--- config.mk ---
export PLATFORM = sky130hd
export DESIGN_NAME = text_console_cursor_layout_top_flat
export DESIGN_NICKNAME = d
export VERILOG_FILES = /design/src/design/ctcl_pkg.sv /design/src/design/ctcl_if.sv /design/src/design/ctcl_front.sv /design/src/design/ctcl_queue.sv /design/src/design/ctcl_back.sv /design/src/design/text_console_cursor_layout_top.sv /design/src/flat_wrapper.sv
export SDC_FILE = /design/constraint.sdc
export NUM_CORES = 1
export LEC_CHECK = 0
export ABC_AREA = 1
export BUFFER_PORTS_ARGS = -buffer_cell sky130_fd_sc_hd__buf_2
export CORE_AREA = 2 2 203 105
export CTS_CLUSTER_SIZE = 25
export DETAILED_ROUTE_END_ITERATION = 7
export DIE_AREA = 0 0 205 107
export PLACE_DENSITY_LB_ADDON = 0.25
export SLEW_MARGIN = 40
export SYNTH_ARGS = -nofsm -noshare
export SYNTH_HDL_FRONTEND = slang
export SYNTH_SLANG_ARGS = --single-unit
export TNS_END_PERCENT = 100
--- constraint.sdc ---
create_clock -name clk -period 17.1 [get_ports clk]
set_input_delay 0.855 -clock clk [delete_from_list [all_inputs] [get_ports clk]]
set_output_delay 0.855 -clock clk [all_outputs]
set_load 0.1 [all_outputs]
--- src/design/ctcl_pkg.sv ---
// Shared types, codes and helpers of the text console cursor controller.
package ctcl_pkg;

	localparam int GLYPH_HEIGHT_DEF = 16;
	localparam int MAX_SCREEN_DEF   = 4096;

	localparam int DIM_W        = 14;
	localparam int POS_W        = 13;
	localparam int CODE_W       = 21;
	localparam int GW_W         = 5;
	localparam int CFG_IDX_W    = 2;
	localparam int CFG_DATA_W   = 13;
	localparam int CELL_W       = 8;
	localparam int MIN_DIM      = 16;
	localparam int QUEUE_DEPTH  = 2;

	localparam logic [POS_W-1:0] WIDTH_RST  = 13'd1024;
	localparam logic [POS_W-1:0] HEIGHT_RST = 13'd768;

	localparam logic [CODE_W-1:0] LF_CODE   = 21'd10;
	localparam logic [CODE_W-1:0] CR_CODE   = 21'd13;
	localparam logic [GW_W-1:0]   GLYPH_MAX = 5'd16;

	localparam logic [1:0] MODE_CHAR = 2'd0;
	localparam logic [1:0] MODE_BS   = 2'd1;
	localparam logic [1:0] MODE_CLS  = 2'd2;

	localparam logic [CFG_IDX_W-1:0] CFG_WIDTH    = 2'd0;
	localparam logic [CFG_IDX_W-1:0] CFG_HEIGHT   = 2'd1;
	localparam logic [CFG_IDX_W-1:0] CFG_SUPPRESS = 2'd2;

	typedef enum logic [1:0] {
		ACT_DRAW   = 2'd0,
		ACT_CELL   = 2'd1,
		ACT_SCROLL = 2'd2,
		ACT_CLS    = 2'd3
	} act_t;

	typedef enum logic [2:0] {
		OP_DRAW = 3'd0,
		OP_LF   = 3'd1,
		OP_CR   = 3'd2,
		OP_BS   = 3'd3,
		OP_CLS  = 3'd4
	} op_kind_t;

	typedef struct packed {
		op_kind_t            kind;
		logic [CODE_W-1:0]   code;
		logic [GW_W-1:0]     gw;
	} op_t;

	typedef struct packed {
		act_t                action;
		logic [POS_W-1:0]    pos_x;
		logic [POS_W-1:0]    pos_y;
		logic [CODE_W-1:0]   glyph_code;
		logic [GW_W-1:0]     draw_width;
		logic                last;
	} res_t;

	function automatic logic [DIM_W-1:0] clamp_dim(input logic [POS_W-1:0] v,
			input logic [DIM_W-1:0] max_dim);
		logic [DIM_W-1:0] ext;
		ext = {1'b0, v};
		if (ext < DIM_W'(MIN_DIM)) begin
			return DIM_W'(MIN_DIM);
		end
		if (ext > max_dim) begin
			return max_dim;
		end
		return ext;
	endfunction

endpackage

--- src/design/ctcl_if.sv ---
// Event and command channel interfaces of the text console cursor controller.
interface ctcl_evt_if;
	logic        valid;
	logic        ready;
	logic [1:0]  mode;
	logic [20:0] code_point;
	logic [4:0]  glyph_width;

	modport source(output valid, output mode, output code_point, output glyph_width,
		input ready);
	modport sink(input valid, input mode, input code_point, input glyph_width,
		output ready);
endinterface

interface ctcl_cmd_if;
	logic        valid;
	logic        ready;
	logic [1:0]  action;
	logic [12:0] pos_x;
	logic [12:0] pos_y;
	logic [20:0] glyph_code;
	logic [4:0]  draw_width;
	logic        last;

	modport source(output valid, output action, output pos_x, output pos_y,
		output glyph_code, output draw_width, output last, input ready);
	modport sink(input valid, input action, input pos_x, input pos_y,
		input glyph_code, input draw_width, input last, output ready);
endinterface

--- src/design/ctcl_front.sv ---
// Front stage: accept events, classify them and drop those without effect.
module ctcl_front (
	input  logic             clk,
	input  logic             arst_n,
	ctcl_evt_if.sink         evt,
	input  logic             suppress,
	output logic             push_valid,
	output ctcl_pkg::op_t    push_op,
	input  logic             push_ready
);

	logic          valid_s1;
	ctcl_pkg::op_t op_s1;
	ctcl_pkg::op_t cls_op;
	logic          keep;

	assign evt.ready  = !valid_s1 || push_ready;
	assign push_valid = valid_s1;
	assign push_op    = op_s1;

	always_comb begin
		cls_op.code = evt.code_point;
		cls_op.gw   = (evt.glyph_width > ctcl_pkg::GLYPH_MAX) ? ctcl_pkg::GLYPH_MAX
			: evt.glyph_width;
		cls_op.kind = ctcl_pkg::OP_DRAW;
		keep        = 1'b0;
		case (evt.mode)
			ctcl_pkg::MODE_CHAR: begin
				keep = !suppress;
				if (evt.code_point == ctcl_pkg::LF_CODE) begin
					cls_op.kind = ctcl_pkg::OP_LF;
				end else if (evt.code_point == ctcl_pkg::CR_CODE) begin
					cls_op.kind = ctcl_pkg::OP_CR;
				end else begin
					cls_op.kind = ctcl_pkg::OP_DRAW;
				end
			end
			ctcl_pkg::MODE_BS: begin
				keep        = !suppress;
				cls_op.kind = ctcl_pkg::OP_BS;
			end
			ctcl_pkg::MODE_CLS: begin
				keep        = 1'b1;
				cls_op.kind = ctcl_pkg::OP_CLS;
			end
			default: begin
				keep = 1'b0;
			end
		endcase
	end

	always_ff @(posedge clk or negedge arst_n) begin
		if (!arst_n) begin
			valid_s1 <= 1'b0;
		end else if (evt.ready) begin
			valid_s1 <= evt.valid && keep;
		end
	end

	always_ff @(posedge clk) begin
		if (evt.ready && evt.valid) begin
			op_s1 <= cls_op;
		end
	end

endmodule

--- src/design/ctcl_queue.sv ---
// Short request queue between the classifying front and the cursor back end.
module ctcl_queue (
	input  logic             clk,
	input  logic             arst_n,
	input  logic             push_valid,
	input  ctcl_pkg::op_t    push_op,
	output logic             push_ready,
	output logic             pop_valid,
	output ctcl_pkg::op_t    pop_op,
	input  logic             pop_ready
);

	localparam int PTR_W = (ctcl_pkg::QUEUE_DEPTH > 1) ? $clog2(ctcl_pkg::QUEUE_DEPTH) : 1;
	localparam int CNT_W = $clog2(ctcl_pkg::QUEUE_DEPTH + 1);
	localparam logic [PTR_W-1:0] PTR_LAST = PTR_W'(ctcl_pkg::QUEUE_DEPTH - 1);

	ctcl_pkg::op_t    slot_q [ctcl_pkg::QUEUE_DEPTH];
	logic [PTR_W-1:0] wr_ptr_q;
	logic [PTR_W-1:0] rd_ptr_q;
	logic [CNT_W-1:0] cnt_q;
	logic             do_push;
	logic             do_pop;

	assign push_ready = cnt_q < CNT_W'(ctcl_pkg::QUEUE_DEPTH);
	assign pop_valid  = cnt_q != '0;
	assign pop_op     = slot_q[rd_ptr_q];
	assign do_push    = push_valid && push_ready;
	assign do_pop     = pop_valid && pop_ready;

	always_ff @(posedge clk or negedge arst_n) begin
		if (!arst_n) begin
			wr_ptr_q <= '0;
			rd_ptr_q <= '0;
			cnt_q    <= '0;
		end else begin
			if (do_push) begin
				wr_ptr_q <= (wr_ptr_q == PTR_LAST) ? '0 : wr_ptr_q + 1'b1;
			end
			if (do_pop) begin
				rd_ptr_q <= (rd_ptr_q == PTR_LAST) ? '0 : rd_ptr_q + 1'b1;
			end
			if (do_push && !do_pop) begin
				cnt_q <= cnt_q + 1'b1;
			end else if (do_pop && !do_push) begin
				cnt_q <= cnt_q - 1'b1;
			end
		end
	end

	always_ff @(posedge clk) begin
		if (do_push) begin
			slot_q[wr_ptr_q] <= push_op;
		end
	end

endmodule

--- src/design/ctcl_back.sv ---
// Back end: keep the cursor, carry out requests and issue draw commands.
module ctcl_back #(
	parameter int GLYPH_HEIGHT = ctcl_pkg::GLYPH_HEIGHT_DEF
) (
	input  logic                         clk,
	input  logic                         arst_n,
	input  logic                         pop_valid,
	input  ctcl_pkg::op_t                pop_op,
	output logic                         pop_ready,
	input  logic [ctcl_pkg::DIM_W-1:0]   scr_w,
	input  logic [ctcl_pkg::DIM_W-1:0]   scr_h,
	ctcl_cmd_if.source                   cmd
);

	localparam int PW = ctcl_pkg::POS_W;
	localparam int DW = ctcl_pkg::DIM_W;
	localparam logic [PW-1:0] GH_P   = PW'(GLYPH_HEIGHT);
	localparam logic [DW-1:0] GH_D   = DW'(GLYPH_HEIGHT);
	localparam logic [PW-1:0] CELL_P = PW'(ctcl_pkg::CELL_W);
	localparam logic [DW-1:0] CELL_D = DW'(ctcl_pkg::CELL_W);

	logic [PW-1:0]  cx_q;
	logic [PW-1:0]  cy_q;
	logic           out_valid_q;
	ctcl_pkg::res_t out_q;
	logic           pend_valid_q;
	ctcl_pkg::res_t pend_q;

	logic [PW-1:0]  ny;
	logic           scroll_need;
	logic [PW-1:0]  nl_y;
	logic           no_fit;
	logic [PW-1:0]  cx_n;
	logic [PW-1:0]  cy_n;
	logic [PW-1:0]  draw_x;
	logic [PW-1:0]  draw_y;
	ctcl_pkg::res_t res_a;
	ctcl_pkg::res_t res_b;
	logic [1:0]     res_cnt;
	logic           adv;
	logic           pop_fire;

	assign adv       = !out_valid_q || cmd.ready;
	assign pop_ready = !pend_valid_q && adv;
	assign pop_fire  = pop_valid && pop_ready;

	assign ny          = cy_q + GH_P;
	assign scroll_need = ({1'b0, ny} + GH_D) > scr_h;
	assign nl_y        = scroll_need ? cy_q : ny;
	assign no_fit      = ({1'b0, cx_q} + {{(DW-ctcl_pkg::GW_W){1'b0}}, pop_op.gw}) > scr_w;
	assign draw_x      = no_fit ? '0 : cx_q;
	assign draw_y      = no_fit ? nl_y : cy_q;

	always_comb begin
		cx_n    = cx_q;
		cy_n    = cy_q;
		res_cnt = 2'd0;
		res_a   = '0;
		res_b   = '0;
		case (pop_op.kind)
			ctcl_pkg::OP_DRAW: begin
				cx_n = draw_x + {{(PW-ctcl_pkg::GW_W){1'b0}}, pop_op.gw};
				cy_n = draw_y;
				if (no_fit && scroll_need) begin
					res_cnt           = 2'd2;
					res_a.action      = ctcl_pkg::ACT_SCROLL;
					res_b.action      = ctcl_pkg::ACT_DRAW;
					res_b.pos_x       = draw_x;
					res_b.pos_y       = draw_y;
					res_b.glyph_code  = pop_op.code;
					res_b.draw_width  = pop_op.gw;
					res_b.last        = 1'b1;
				end else begin
					res_cnt           = 2'd1;
					res_a.action      = ctcl_pkg::ACT_DRAW;
					res_a.pos_x       = draw_x;
					res_a.pos_y       = draw_y;
					res_a.glyph_code  = pop_op.code;
					res_a.draw_width  = pop_op.gw;
					res_a.last        = 1'b1;
				end
			end
			ctcl_pkg::OP_LF: begin
				cx_n = '0;
				cy_n = nl_y;
				if (scroll_need) begin
					res_cnt      = 2'd1;
					res_a.action = ctcl_pkg::ACT_SCROLL;
					res_a.last   = 1'b1;
				end
			end
			ctcl_pkg::OP_CR: begin
				cx_n = '0;
			end
			ctcl_pkg::OP_BS: begin
				if (cx_q >= CELL_P) begin
					cx_n = cx_q - CELL_P;
					res_cnt = 2'd1;
				end else if (cy_q >= GH_P) begin
					cy_n = cy_q - GH_P;
					cx_n = PW'(scr_w - CELL_D);
					res_cnt = 2'd1;
				end
				res_a.action     = ctcl_pkg::ACT_CELL;
				res_a.pos_x      = cx_n;
				res_a.pos_y      = cy_n;
				res_a.draw_width = ctcl_pkg::GW_W'(ctcl_pkg::CELL_W);
				res_a.last       = 1'b1;
			end
			ctcl_pkg::OP_CLS: begin
				cx_n         = '0;
				cy_n         = '0;
				res_cnt      = 2'd1;
				res_a.action = ctcl_pkg::ACT_CLS;
				res_a.last   = 1'b1;
			end
			default: begin
				res_cnt = 2'd0;
			end
		endcase
	end

	always_ff @(posedge clk or negedge arst_n) begin
		if (!arst_n) begin
			cx_q         <= '0;
			cy_q         <= '0;
			out_valid_q  <= 1'b0;
			pend_valid_q <= 1'b0;
		end else begin
			if (pop_fire) begin
				cx_q <= cx_n;
				cy_q <= cy_n;
			end
			if (pop_fire && res_cnt != 2'd0) begin
				out_valid_q  <= 1'b1;
				pend_valid_q <= res_cnt == 2'd2;
			end else if (pend_valid_q && adv) begin
				out_valid_q  <= 1'b1;
				pend_valid_q <= 1'b0;
			end else if (adv) begin
				out_valid_q  <= 1'b0;
			end
		end
	end

	always_ff @(posedge clk) begin
		if (pop_fire && res_cnt != 2'd0) begin
			out_q  <= res_a;
			pend_q <= res_b;
		end else if (pend_valid_q && adv) begin
			out_q  <= pend_q;
		end
	end

	assign cmd.valid      = out_valid_q;
	assign cmd.action     = out_q.action;
	assign cmd.pos_x      = out_q.pos_x;
	assign cmd.pos_y      = out_q.pos_y;
	assign cmd.glyph_code = out_q.glyph_code;
	assign cmd.draw_width = out_q.draw_width;
	assign cmd.last       = out_q.last;

endmodule

--- src/design/text_console_cursor_layout_top.sv ---
// Text console cursor controller: configuration registers, front, queue and back end.
//
// Events enter on the evt channel (valid/ready): mode, code point and glyph width.
// Draw commands leave on the cmd channel (valid/ready): action, position, code,
// width and a last flag on the final command of each event.
// Screen width, height and suppress are written through cfg_we/cfg_idx/cfg_wdata;
// the user must write them only while no event is in flight; the block itself
// does not enforce this. Width and height are clamped on write.
// While evt.ready stays high, one event is taken per cycle. An event that wraps
// and scrolls yields two commands and holds the back end while the second waits
// in the pending slot; while cmd.ready is high the command register sets the rate
// at one command per cycle. Carriage returns and plain line feeds yield no command
// but pass through the queue to the back end; suppressed events and unknown modes
// are dropped in the front stage.
// When cmd.ready is low the command register and a one-entry pending slot hold,
// the two-entry queue and the front stage fill, and evt.ready then drops.
// Reset clears the cursor to the top-left corner, empties the pipeline and
// loads width 1024, height 768 and suppress 0.
module text_console_cursor_layout_top #(
	parameter int GLYPH_HEIGHT = ctcl_pkg::GLYPH_HEIGHT_DEF,
	parameter int MAX_SCREEN   = ctcl_pkg::MAX_SCREEN_DEF
) (
	input  logic                              clk,
	input  logic                              arst_n,
	input  logic                              cfg_we,
	input  logic [ctcl_pkg::CFG_IDX_W-1:0]    cfg_idx,
	input  logic [ctcl_pkg::CFG_DATA_W-1:0]   cfg_wdata,
	ctcl_evt_if.sink                          evt,
	ctcl_cmd_if.source                        cmd
);

	localparam logic [ctcl_pkg::DIM_W-1:0] MAX_D = ctcl_pkg::DIM_W'(MAX_SCREEN);
	localparam logic [ctcl_pkg::DIM_W-1:0] W_RST =
		ctcl_pkg::clamp_dim(ctcl_pkg::WIDTH_RST, MAX_D);
	localparam logic [ctcl_pkg::DIM_W-1:0] H_RST =
		ctcl_pkg::clamp_dim(ctcl_pkg::HEIGHT_RST, MAX_D);

	logic [ctcl_pkg::DIM_W-1:0] scr_w_q;
	logic [ctcl_pkg::DIM_W-1:0] scr_h_q;
	logic                       suppress_q;

	logic          push_valid;
	ctcl_pkg::op_t push_op;
	logic          push_ready;
	logic          pop_valid;
	ctcl_pkg::op_t pop_op;
	logic          pop_ready;

	always_ff @(posedge clk or negedge arst_n) begin
		if (!arst_n) begin
			scr_w_q    <= W_RST;
			scr_h_q    <= H_RST;
			suppress_q <= 1'b0;
		end else if (cfg_we) begin
			case (cfg_idx)
				ctcl_pkg::CFG_WIDTH: begin
					scr_w_q <= ctcl_pkg::clamp_dim(cfg_wdata, MAX_D);
				end
				ctcl_pkg::CFG_HEIGHT: begin
					scr_h_q <= ctcl_pkg::clamp_dim(cfg_wdata, MAX_D);
				end
				ctcl_pkg::CFG_SUPPRESS: begin
					suppress_q <= cfg_wdata[0];
				end
				default: begin
					suppress_q <= suppress_q;
				end
			endcase
		end
	end

	ctcl_front u_front (
		.clk        (clk),
		.arst_n     (arst_n),
		.evt        (evt),
		.suppress   (suppress_q),
		.push_valid (push_valid),
		.push_op    (push_op),
		.push_ready (push_ready)
	);

	ctcl_queue u_queue (
		.clk        (clk),
		.arst_n     (arst_n),
		.push_valid (push_valid),
		.push_op    (push_op),
		.push_ready (push_ready),
		.pop_valid  (pop_valid),
		.pop_op     (pop_op),
		.pop_ready  (pop_ready)
	);

	ctcl_back #(
		.GLYPH_HEIGHT (GLYPH_HEIGHT)
	) u_back (
		.clk        (clk),
		.arst_n     (arst_n),
		.pop_valid  (pop_valid),
		.pop_op     (pop_op),
		.pop_ready  (pop_ready),
		.scr_w      (scr_w_q),
		.scr_h      (scr_h_q),
		.cmd        (cmd)
	);

endmodule

--- src/flat_wrapper.sv ---
// flat-port wrapper written by rule: the top's interface ports become plain ports
module text_console_cursor_layout_top_flat 
#(
	parameter int GLYPH_HEIGHT = ctcl_pkg::GLYPH_HEIGHT_DEF,
	parameter int MAX_SCREEN   = ctcl_pkg::MAX_SCREEN_DEF
)
  (clk, arst_n, cfg_we, cfg_idx, cfg_wdata, evt_valid, evt_mode, evt_code_point, evt_glyph_width, evt_ready, cmd_valid, cmd_action, cmd_pos_x, cmd_pos_y, cmd_glyph_code, cmd_draw_width, cmd_last, cmd_ready);
  ctcl_evt_if evt_i ();
  ctcl_cmd_if cmd_i ();
  input  logic clk;
  input  logic arst_n;
  input  logic cfg_we;
  input  logic [ctcl_pkg::CFG_IDX_W-1:0] cfg_idx;
  input  logic [ctcl_pkg::CFG_DATA_W-1:0] cfg_wdata;
  input wire logic [$bits(evt_i.valid)-1:0] evt_valid;
  input wire logic [$bits(evt_i.mode)-1:0] evt_mode;
  input wire logic [$bits(evt_i.code_point)-1:0] evt_code_point;
  input wire logic [$bits(evt_i.glyph_width)-1:0] evt_glyph_width;
  output wire logic [$bits(evt_i.ready)-1:0] evt_ready;
  output wire logic [$bits(cmd_i.valid)-1:0] cmd_valid;
  output wire logic [$bits(cmd_i.action)-1:0] cmd_action;
  output wire logic [$bits(cmd_i.pos_x)-1:0] cmd_pos_x;
  output wire logic [$bits(cmd_i.pos_y)-1:0] cmd_pos_y;
  output wire logic [$bits(cmd_i.glyph_code)-1:0] cmd_glyph_code;
  output wire logic [$bits(cmd_i.draw_width)-1:0] cmd_draw_width;
  output wire logic [$bits(cmd_i.last)-1:0] cmd_last;
  input wire logic [$bits(cmd_i.ready)-1:0] cmd_ready;
  assign evt_i.valid = evt_valid;
  assign evt_i.mode = evt_mode;
  assign evt_i.code_point = evt_code_point;
  assign evt_i.glyph_width = evt_glyph_width;
  assign evt_ready = evt_i.ready;
  assign cmd_valid = cmd_i.valid;
  assign cmd_action = cmd_i.action;
  assign cmd_pos_x = cmd_i.pos_x;
  assign cmd_pos_y = cmd_i.pos_y;
  assign cmd_glyph_code = cmd_i.glyph_code;
  assign cmd_draw_width = cmd_i.draw_width;
  assign cmd_last = cmd_i.last;
  assign cmd_i.ready = cmd_ready;
  text_console_cursor_layout_top #(.GLYPH_HEIGHT(GLYPH_HEIGHT), .MAX_SCREEN(MAX_SCREEN)) u_core (.clk(clk), .arst_n(arst_n), .cfg_we(cfg_we), .cfg_idx(cfg_idx), .cfg_wdata(cfg_wdata), .evt(evt_i), .cmd(cmd_i));
endmodule
# After elaboration in Yosys (flattened, before gate mapping)
# Memories as Yosys holds them, arrays and structs flattened.
# Cells that the tools add are included.
# op_classes
n_addsub	11
n_lt_le_gt_ge	8
eq_ne	11
mux	59
n_reduce_logical	37
# ops
cell	n
two-way mux 55 bit	2
two-way mux 13 bit	7
two-way mux 14 bit	6
two-way mux 53 bit	1
one-hot mux 13 bit (4 select lines)	1
one-hot mux 26 bit (2 select lines)	1
== test 21 x 4 -> 1 bit, second input constant	2
one-hot mux 13 bit (3 select lines)	1
> comparator 14 bit	2
subtractor 13 x 4 -> 13 bit, second input constant	2
two-way mux 1 bit	25
two-way mux 21 bit	1
two-way mux 2 bit	8
one-hot mux 2 bit (4 select lines)	2
adder 13 x 5 -> 14 bit	1
adder 13 x 5 -> 14 bit, second input constant	1
adder 13 x 5 -> 13 bit	1
adder 13 x 5 -> 13 bit, second input constant	1
greater-or-equal comparator 13 x 4 -> 1 bit, second input constant	1
greater-or-equal comparator 13 x 5 -> 1 bit, second input constant	1
> comparator 13 bit, second input constant	1
less-than comparator 13 x 5 -> 1 bit, second input constant	1
subtractor 13 x 5 -> 13 bit, second input constant	1
AND reduction 2 bit	6
other kinds (24)	50
# word_totals
ff_bits	201
mem_bits_rw	58
elab_cells	153
memories	1
# mem_list
name	depth	word_bits	read_ports	rd_clocked_by_memory_dff	wr	line	text
u_core.u_queue.slot_q	2	29	1	0	1	ctcl_queue.sv:17	ctcl_pkg::op_t slot_q [ctcl_pkg::QUEUE_DEPTH];

# Depth between registers and ports, before layout
# depth
word_depth	9
depth_mapped	39

# Cells and area by module
# A second synthesis with hierarchy kept.
# hier_totals
hier_cells	1461
hier_area_um2	13016.2
# by_module_without_submodules
mod	instances	cells_each	area_each_um2	seq_area_each_um2
ctcl_back	1	1071	8394.3	3633.5
ctcl_queue	1	179	2314.7	1841.8
text_console_cursor_layout_top	1	128	1174.9	679.4
ctcl_front	1	83	1132.3	895.9

# Worst setup path after synthesis
# Ideal clock, no wire load.
# synth_timing
kind	reg2reg
startpoint	register u_core.u_queue.rd_ptr_q
endpoint	register u_core.u_back.out_q, in the netlist u_core.u_back.cmd.action[0] (enable)
setup_ns	0.468
t_arrival_ns	5.751
required_ns	16.632
setup_slack_ns	10.882
path_stages_with_launch	28
n_path_buf	4
synth_period_minus_slack_ns	6.218
cell_sequence	dfrtp_1 -> buf_2 -> buf_1 -> o21ai_0 -> inv_1 -> ha_1 -> inv_1 -> fa_1 -> o21ai_0 -> nand2_1 -> a21oi_1 -> nand2_1 -> nor3_1 -> xor2_1 -> ha_1 -> nand3_1 -> inv_1 -> a21oi_1 -> nand2_1 -> nand2_1 -> nand2_1 -> nand2_1 -> nand2_1 -> buf_4 -> nand4_2 -> nand2_4 -> buf_6 -> o21ai_1
# synth_rtl
element	line	text
start: declaration	ctcl_queue.sv:19	logic [PTR_W-1:0] rd_ptr_q;
start signal: assignment	ctcl_queue.sv:40	rd_ptr_q <= (rd_ptr_q == PTR_LAST) ? '0 : rd_ptr_q + 1'b1;
end signal: assignment	ctcl_back.sv:148	out_q <= res_a;
end signal: assignment	ctcl_back.sv:151	out_q <= pend_q;
end: declaration	ctcl_back.sv:25	ctcl_pkg::res_t out_q;

==> results.md <==
- Status: finished clean
- Fillcell total: 1,496
- Final Util: 70.80%
- Top achievable clock speed: 0.1495 GHz
- Slew Limit Fails: 0
- # DRC: 0
- CP top delay family: simple AND/OR/NAND/NOR gates
- Clock Latency Late Sink: 520 ps
- Worst stage delay on the critical path: 840 ps
- Vias/cell: 5.636
- Worst EP arrival: 6850 ps
- Vias in the first global route: 9,252
- Hold_buf cts: 0
- Total of max-cap violations: 0
- Rows: 37
- Synth warn: 0
- Initial DRC Count: 1,049
- EDFF count, synth: 188
- Final worst path period share: 39.13%
- Worst-path clk slew: 70 ps
- DP Area: 13,490 um2
- Clock sink count: 244
- Dominant synthesized flop cell: edfxtp_1
- Minimum hold slack: 414.3 ps
- Data required, critical path: 17,260 ps
- Sum Neg Setup Slack: 0 ps
- Core area: 20,180 um2
- Post-CTS Resized: 0
- Slack of the worst reg-to-reg path: 10,410 ps
- Clk_skew: 20.16 ps
- Final ANT Viol Nets: 0
- Port Buffers: 104
- Worst path bufs/invs: 4
- Initial core utilization: 63.34%
- CTS buffer count: 22
- Final Critical Period: 6690 ps
- Crit start category: flop
- DP HPWL: 22.15 mm
- Overflow after GRT: 0
- First-pass GRT wire length: 49.72 mm
- Post-synthesis async set-or-reset flop share: 22.95%
- Post-Syn Area: 12,780 um2
- Critical Path End Type: flop
- WL/cell: 17.64 um
- Worst Path Max Fanout: 52
- Routability Congestion: 0.9785
- Antenna diodes: 0
- Rel. slew slack: 47.56%
- FF+latch count, synth: 244
- Initial antenna violation count: 1
- Min-Delay Path Class: primary input to async pin
- Final WL: 31.33 mm
- Commonest non-fill, non-tap cell in the layout: nand2_1
- Nets: 1,576
- Layout cell share with drive strength beyond 1: 12.77%
- RSZ-0062 raised after global routing: false
- Worst Max-Slew Pin Slew: 778.3 ps
- Via count: 10,010
- H-tree depth: 1
- CP Class: flop to flop
- Most frequent CP cell: nand2_1
- Average size of a mapped cell: 9.204 um2
- Fin. Hold Viols: 0
- Crit-path slowest cell: dfrtp_1
- Die X: 205 um
- CP cell instances: o21ai_0 -> inv_1 -> ha_1 -> inv_1 -> fa_1 -> o21ai_0 -> nand2_1 -> a21oi_1 -> nand2_1 -> nor3_1 -> xor2_1 -> ha_1 -> nand3_1 -> nor3_1 -> nand2_1 -> nand2_1 -> nand2_1 -> nand2_1 -> buf_4 -> nand3_4 -> nand4_2 -> nand2_4 -> o21ai_4 -> buf_4
- Die Ht: 107 um
- Setup repair bufs after CTS: 0
- Synth Instances: 1,389
- # IOs: 105
- Die area: 21,940 um2
- Largest net degree at the start of global routing: 98
- Overall Global Routing Usage: 29.56%
- Synth-to-layout area growth: 11.77%
- Finish-stage setup viols: 0
- Drt pass-1 iters: 7
- Commonest non-fill, non-tap cells in the layout: nand2_1, edfxtp_1, inv_1
- Clock root buffer: clkbuf_16
- Clock tree from TritonCTS: built
- Yosys cell types: 50
- Longest Clk Path Bufs: 3
- Post-route cell area: 14,290 um2
- Post-synthesis sequential area ratio: 55.15%
-- registers in the layout, summed over array words and instances (netlist names), 5 cells and up --
signal,flops
u_core.u_front.push_op,29
u_core.u_queue.slot_q,58
u_core.u_back.cmd.glyph_code,21
u_core.u_back.cx_q,13
u_core.scr_h_q,13
u_core.u_back.cy_q,9
u_core.u_back.pend_q,49
u_core.u_back.cmd.pos_y,10
u_core.scr_w_q,13
u_core.u_back.cmd.draw_width,5
u_core.u_back.cmd.pos_x,13
-- path summary, 6_finish.rpt --
kind / startpoint / end / cells after the start
setup / recovery: u_core.u_queue.rd_ptr_q$_DFFE_PN0P_ / u_core.u_back.cmd.pos_x[0]$_DFFE_PP_ / 24
hold reg to reg: u_core.u_front.push_op[13]$_DFFE_PP_ / u_core.u_queue.slot_q[0][13]$_DFFE_PP_ / 0
min in group clk: u_core.u_front.push_op[13]$_DFFE_PP_ / u_core.u_queue.slot_q[0][13]$_DFFE_PP_ / 0
hold / removal: arst_n / u_core.u_back.cy_q[9]$_DFFE_PN0P_ / 2
setup reg to reg: u_core.u_queue.rd_ptr_q$_DFFE_PN0P_ / u_core.u_back.cmd.pos_x[0]$_DFFE_PP_ / 24
max in group asynchronous: arst_n / u_core.u_back.cx_q[11]$_DFFE_PN0P_ / 2
-- metrics by stage --
stage / setup slack [ps] / instances
floorplan: 10880 / 1402
global placement: 10450 / 1735
detailed placement: 10360 / 1735
CTS: 10280 / 1775
global route: 9799 / 1776
finish: 10410 / 1776
-- area by class of cell --
class / instances / area [um2] / area share (%)
inverter: 145 / 544.3 / 3.809
clock buffer: 28 / 624.3 / 4.369
sequential: 244 / 7051 / 49.34
tap: 273 / 341.6 / 2.390
clock inverter: 12 / 150.1 / 1.051
multi-input combinational: 959 / 4965 / 34.74
timing repair buffer: 115 / 614.3 / 4.299
-- metal layers --
layer | GRT usage (%) | part of all wire (%) | up-vias
met2 | 39.72 | 39 | 483
met1 | 48.06 | 49 | 4693
met4 | 5.344 | 1.5 | 2
li1 | - | - | 4794
met5 | 0 | 0.041 | -
met3 | 7.416 | 11 | 37
-- kinds of logic (layout without fill, tap and decap cells) --
family,count (synthesis),count (layout),synth area share [%]
DFF,244,244,55.15
muxes,21,21,1.644
AOI/OAI and AO/OA,140,140,6.058
xor gates and xnor gates,40,40,2.858
buffers and inverters,199,300,6.753
other,1,14,0.02933
and+or+nand+nor,703,703,23.38
adders and majority gates,41,41,4.130
-- cell usage after synthesis (all sizes together) (3+ instances only) --
library cell	n	share of area, %
a21oi	35	1.4
a22oi	6	0.35
a31oi	9	0.44
buf	30	1.8
clkbuf	24	0.70
clkinv	3	0.088
dfrtp	53	10
dfstp	3	0.62
edfxtp	188	44
ha	39	3.8
inv	142	4.2
mux2i	21	1.6
nand2	409	12
nand3	100	4.2
nand4	19	1.1
nor2	141	4.3
nor3	16	0.67
nor4	9	0.44
o211ai	10	0.59
o21ai	75	2.9
or2	3	0.15
xnor2	10	0.69
xor2	30	2.2
Power is left out: the tool's default activity adds up to more than one toggle a clock period on the data nets, which glitch-free logic cannot reach.
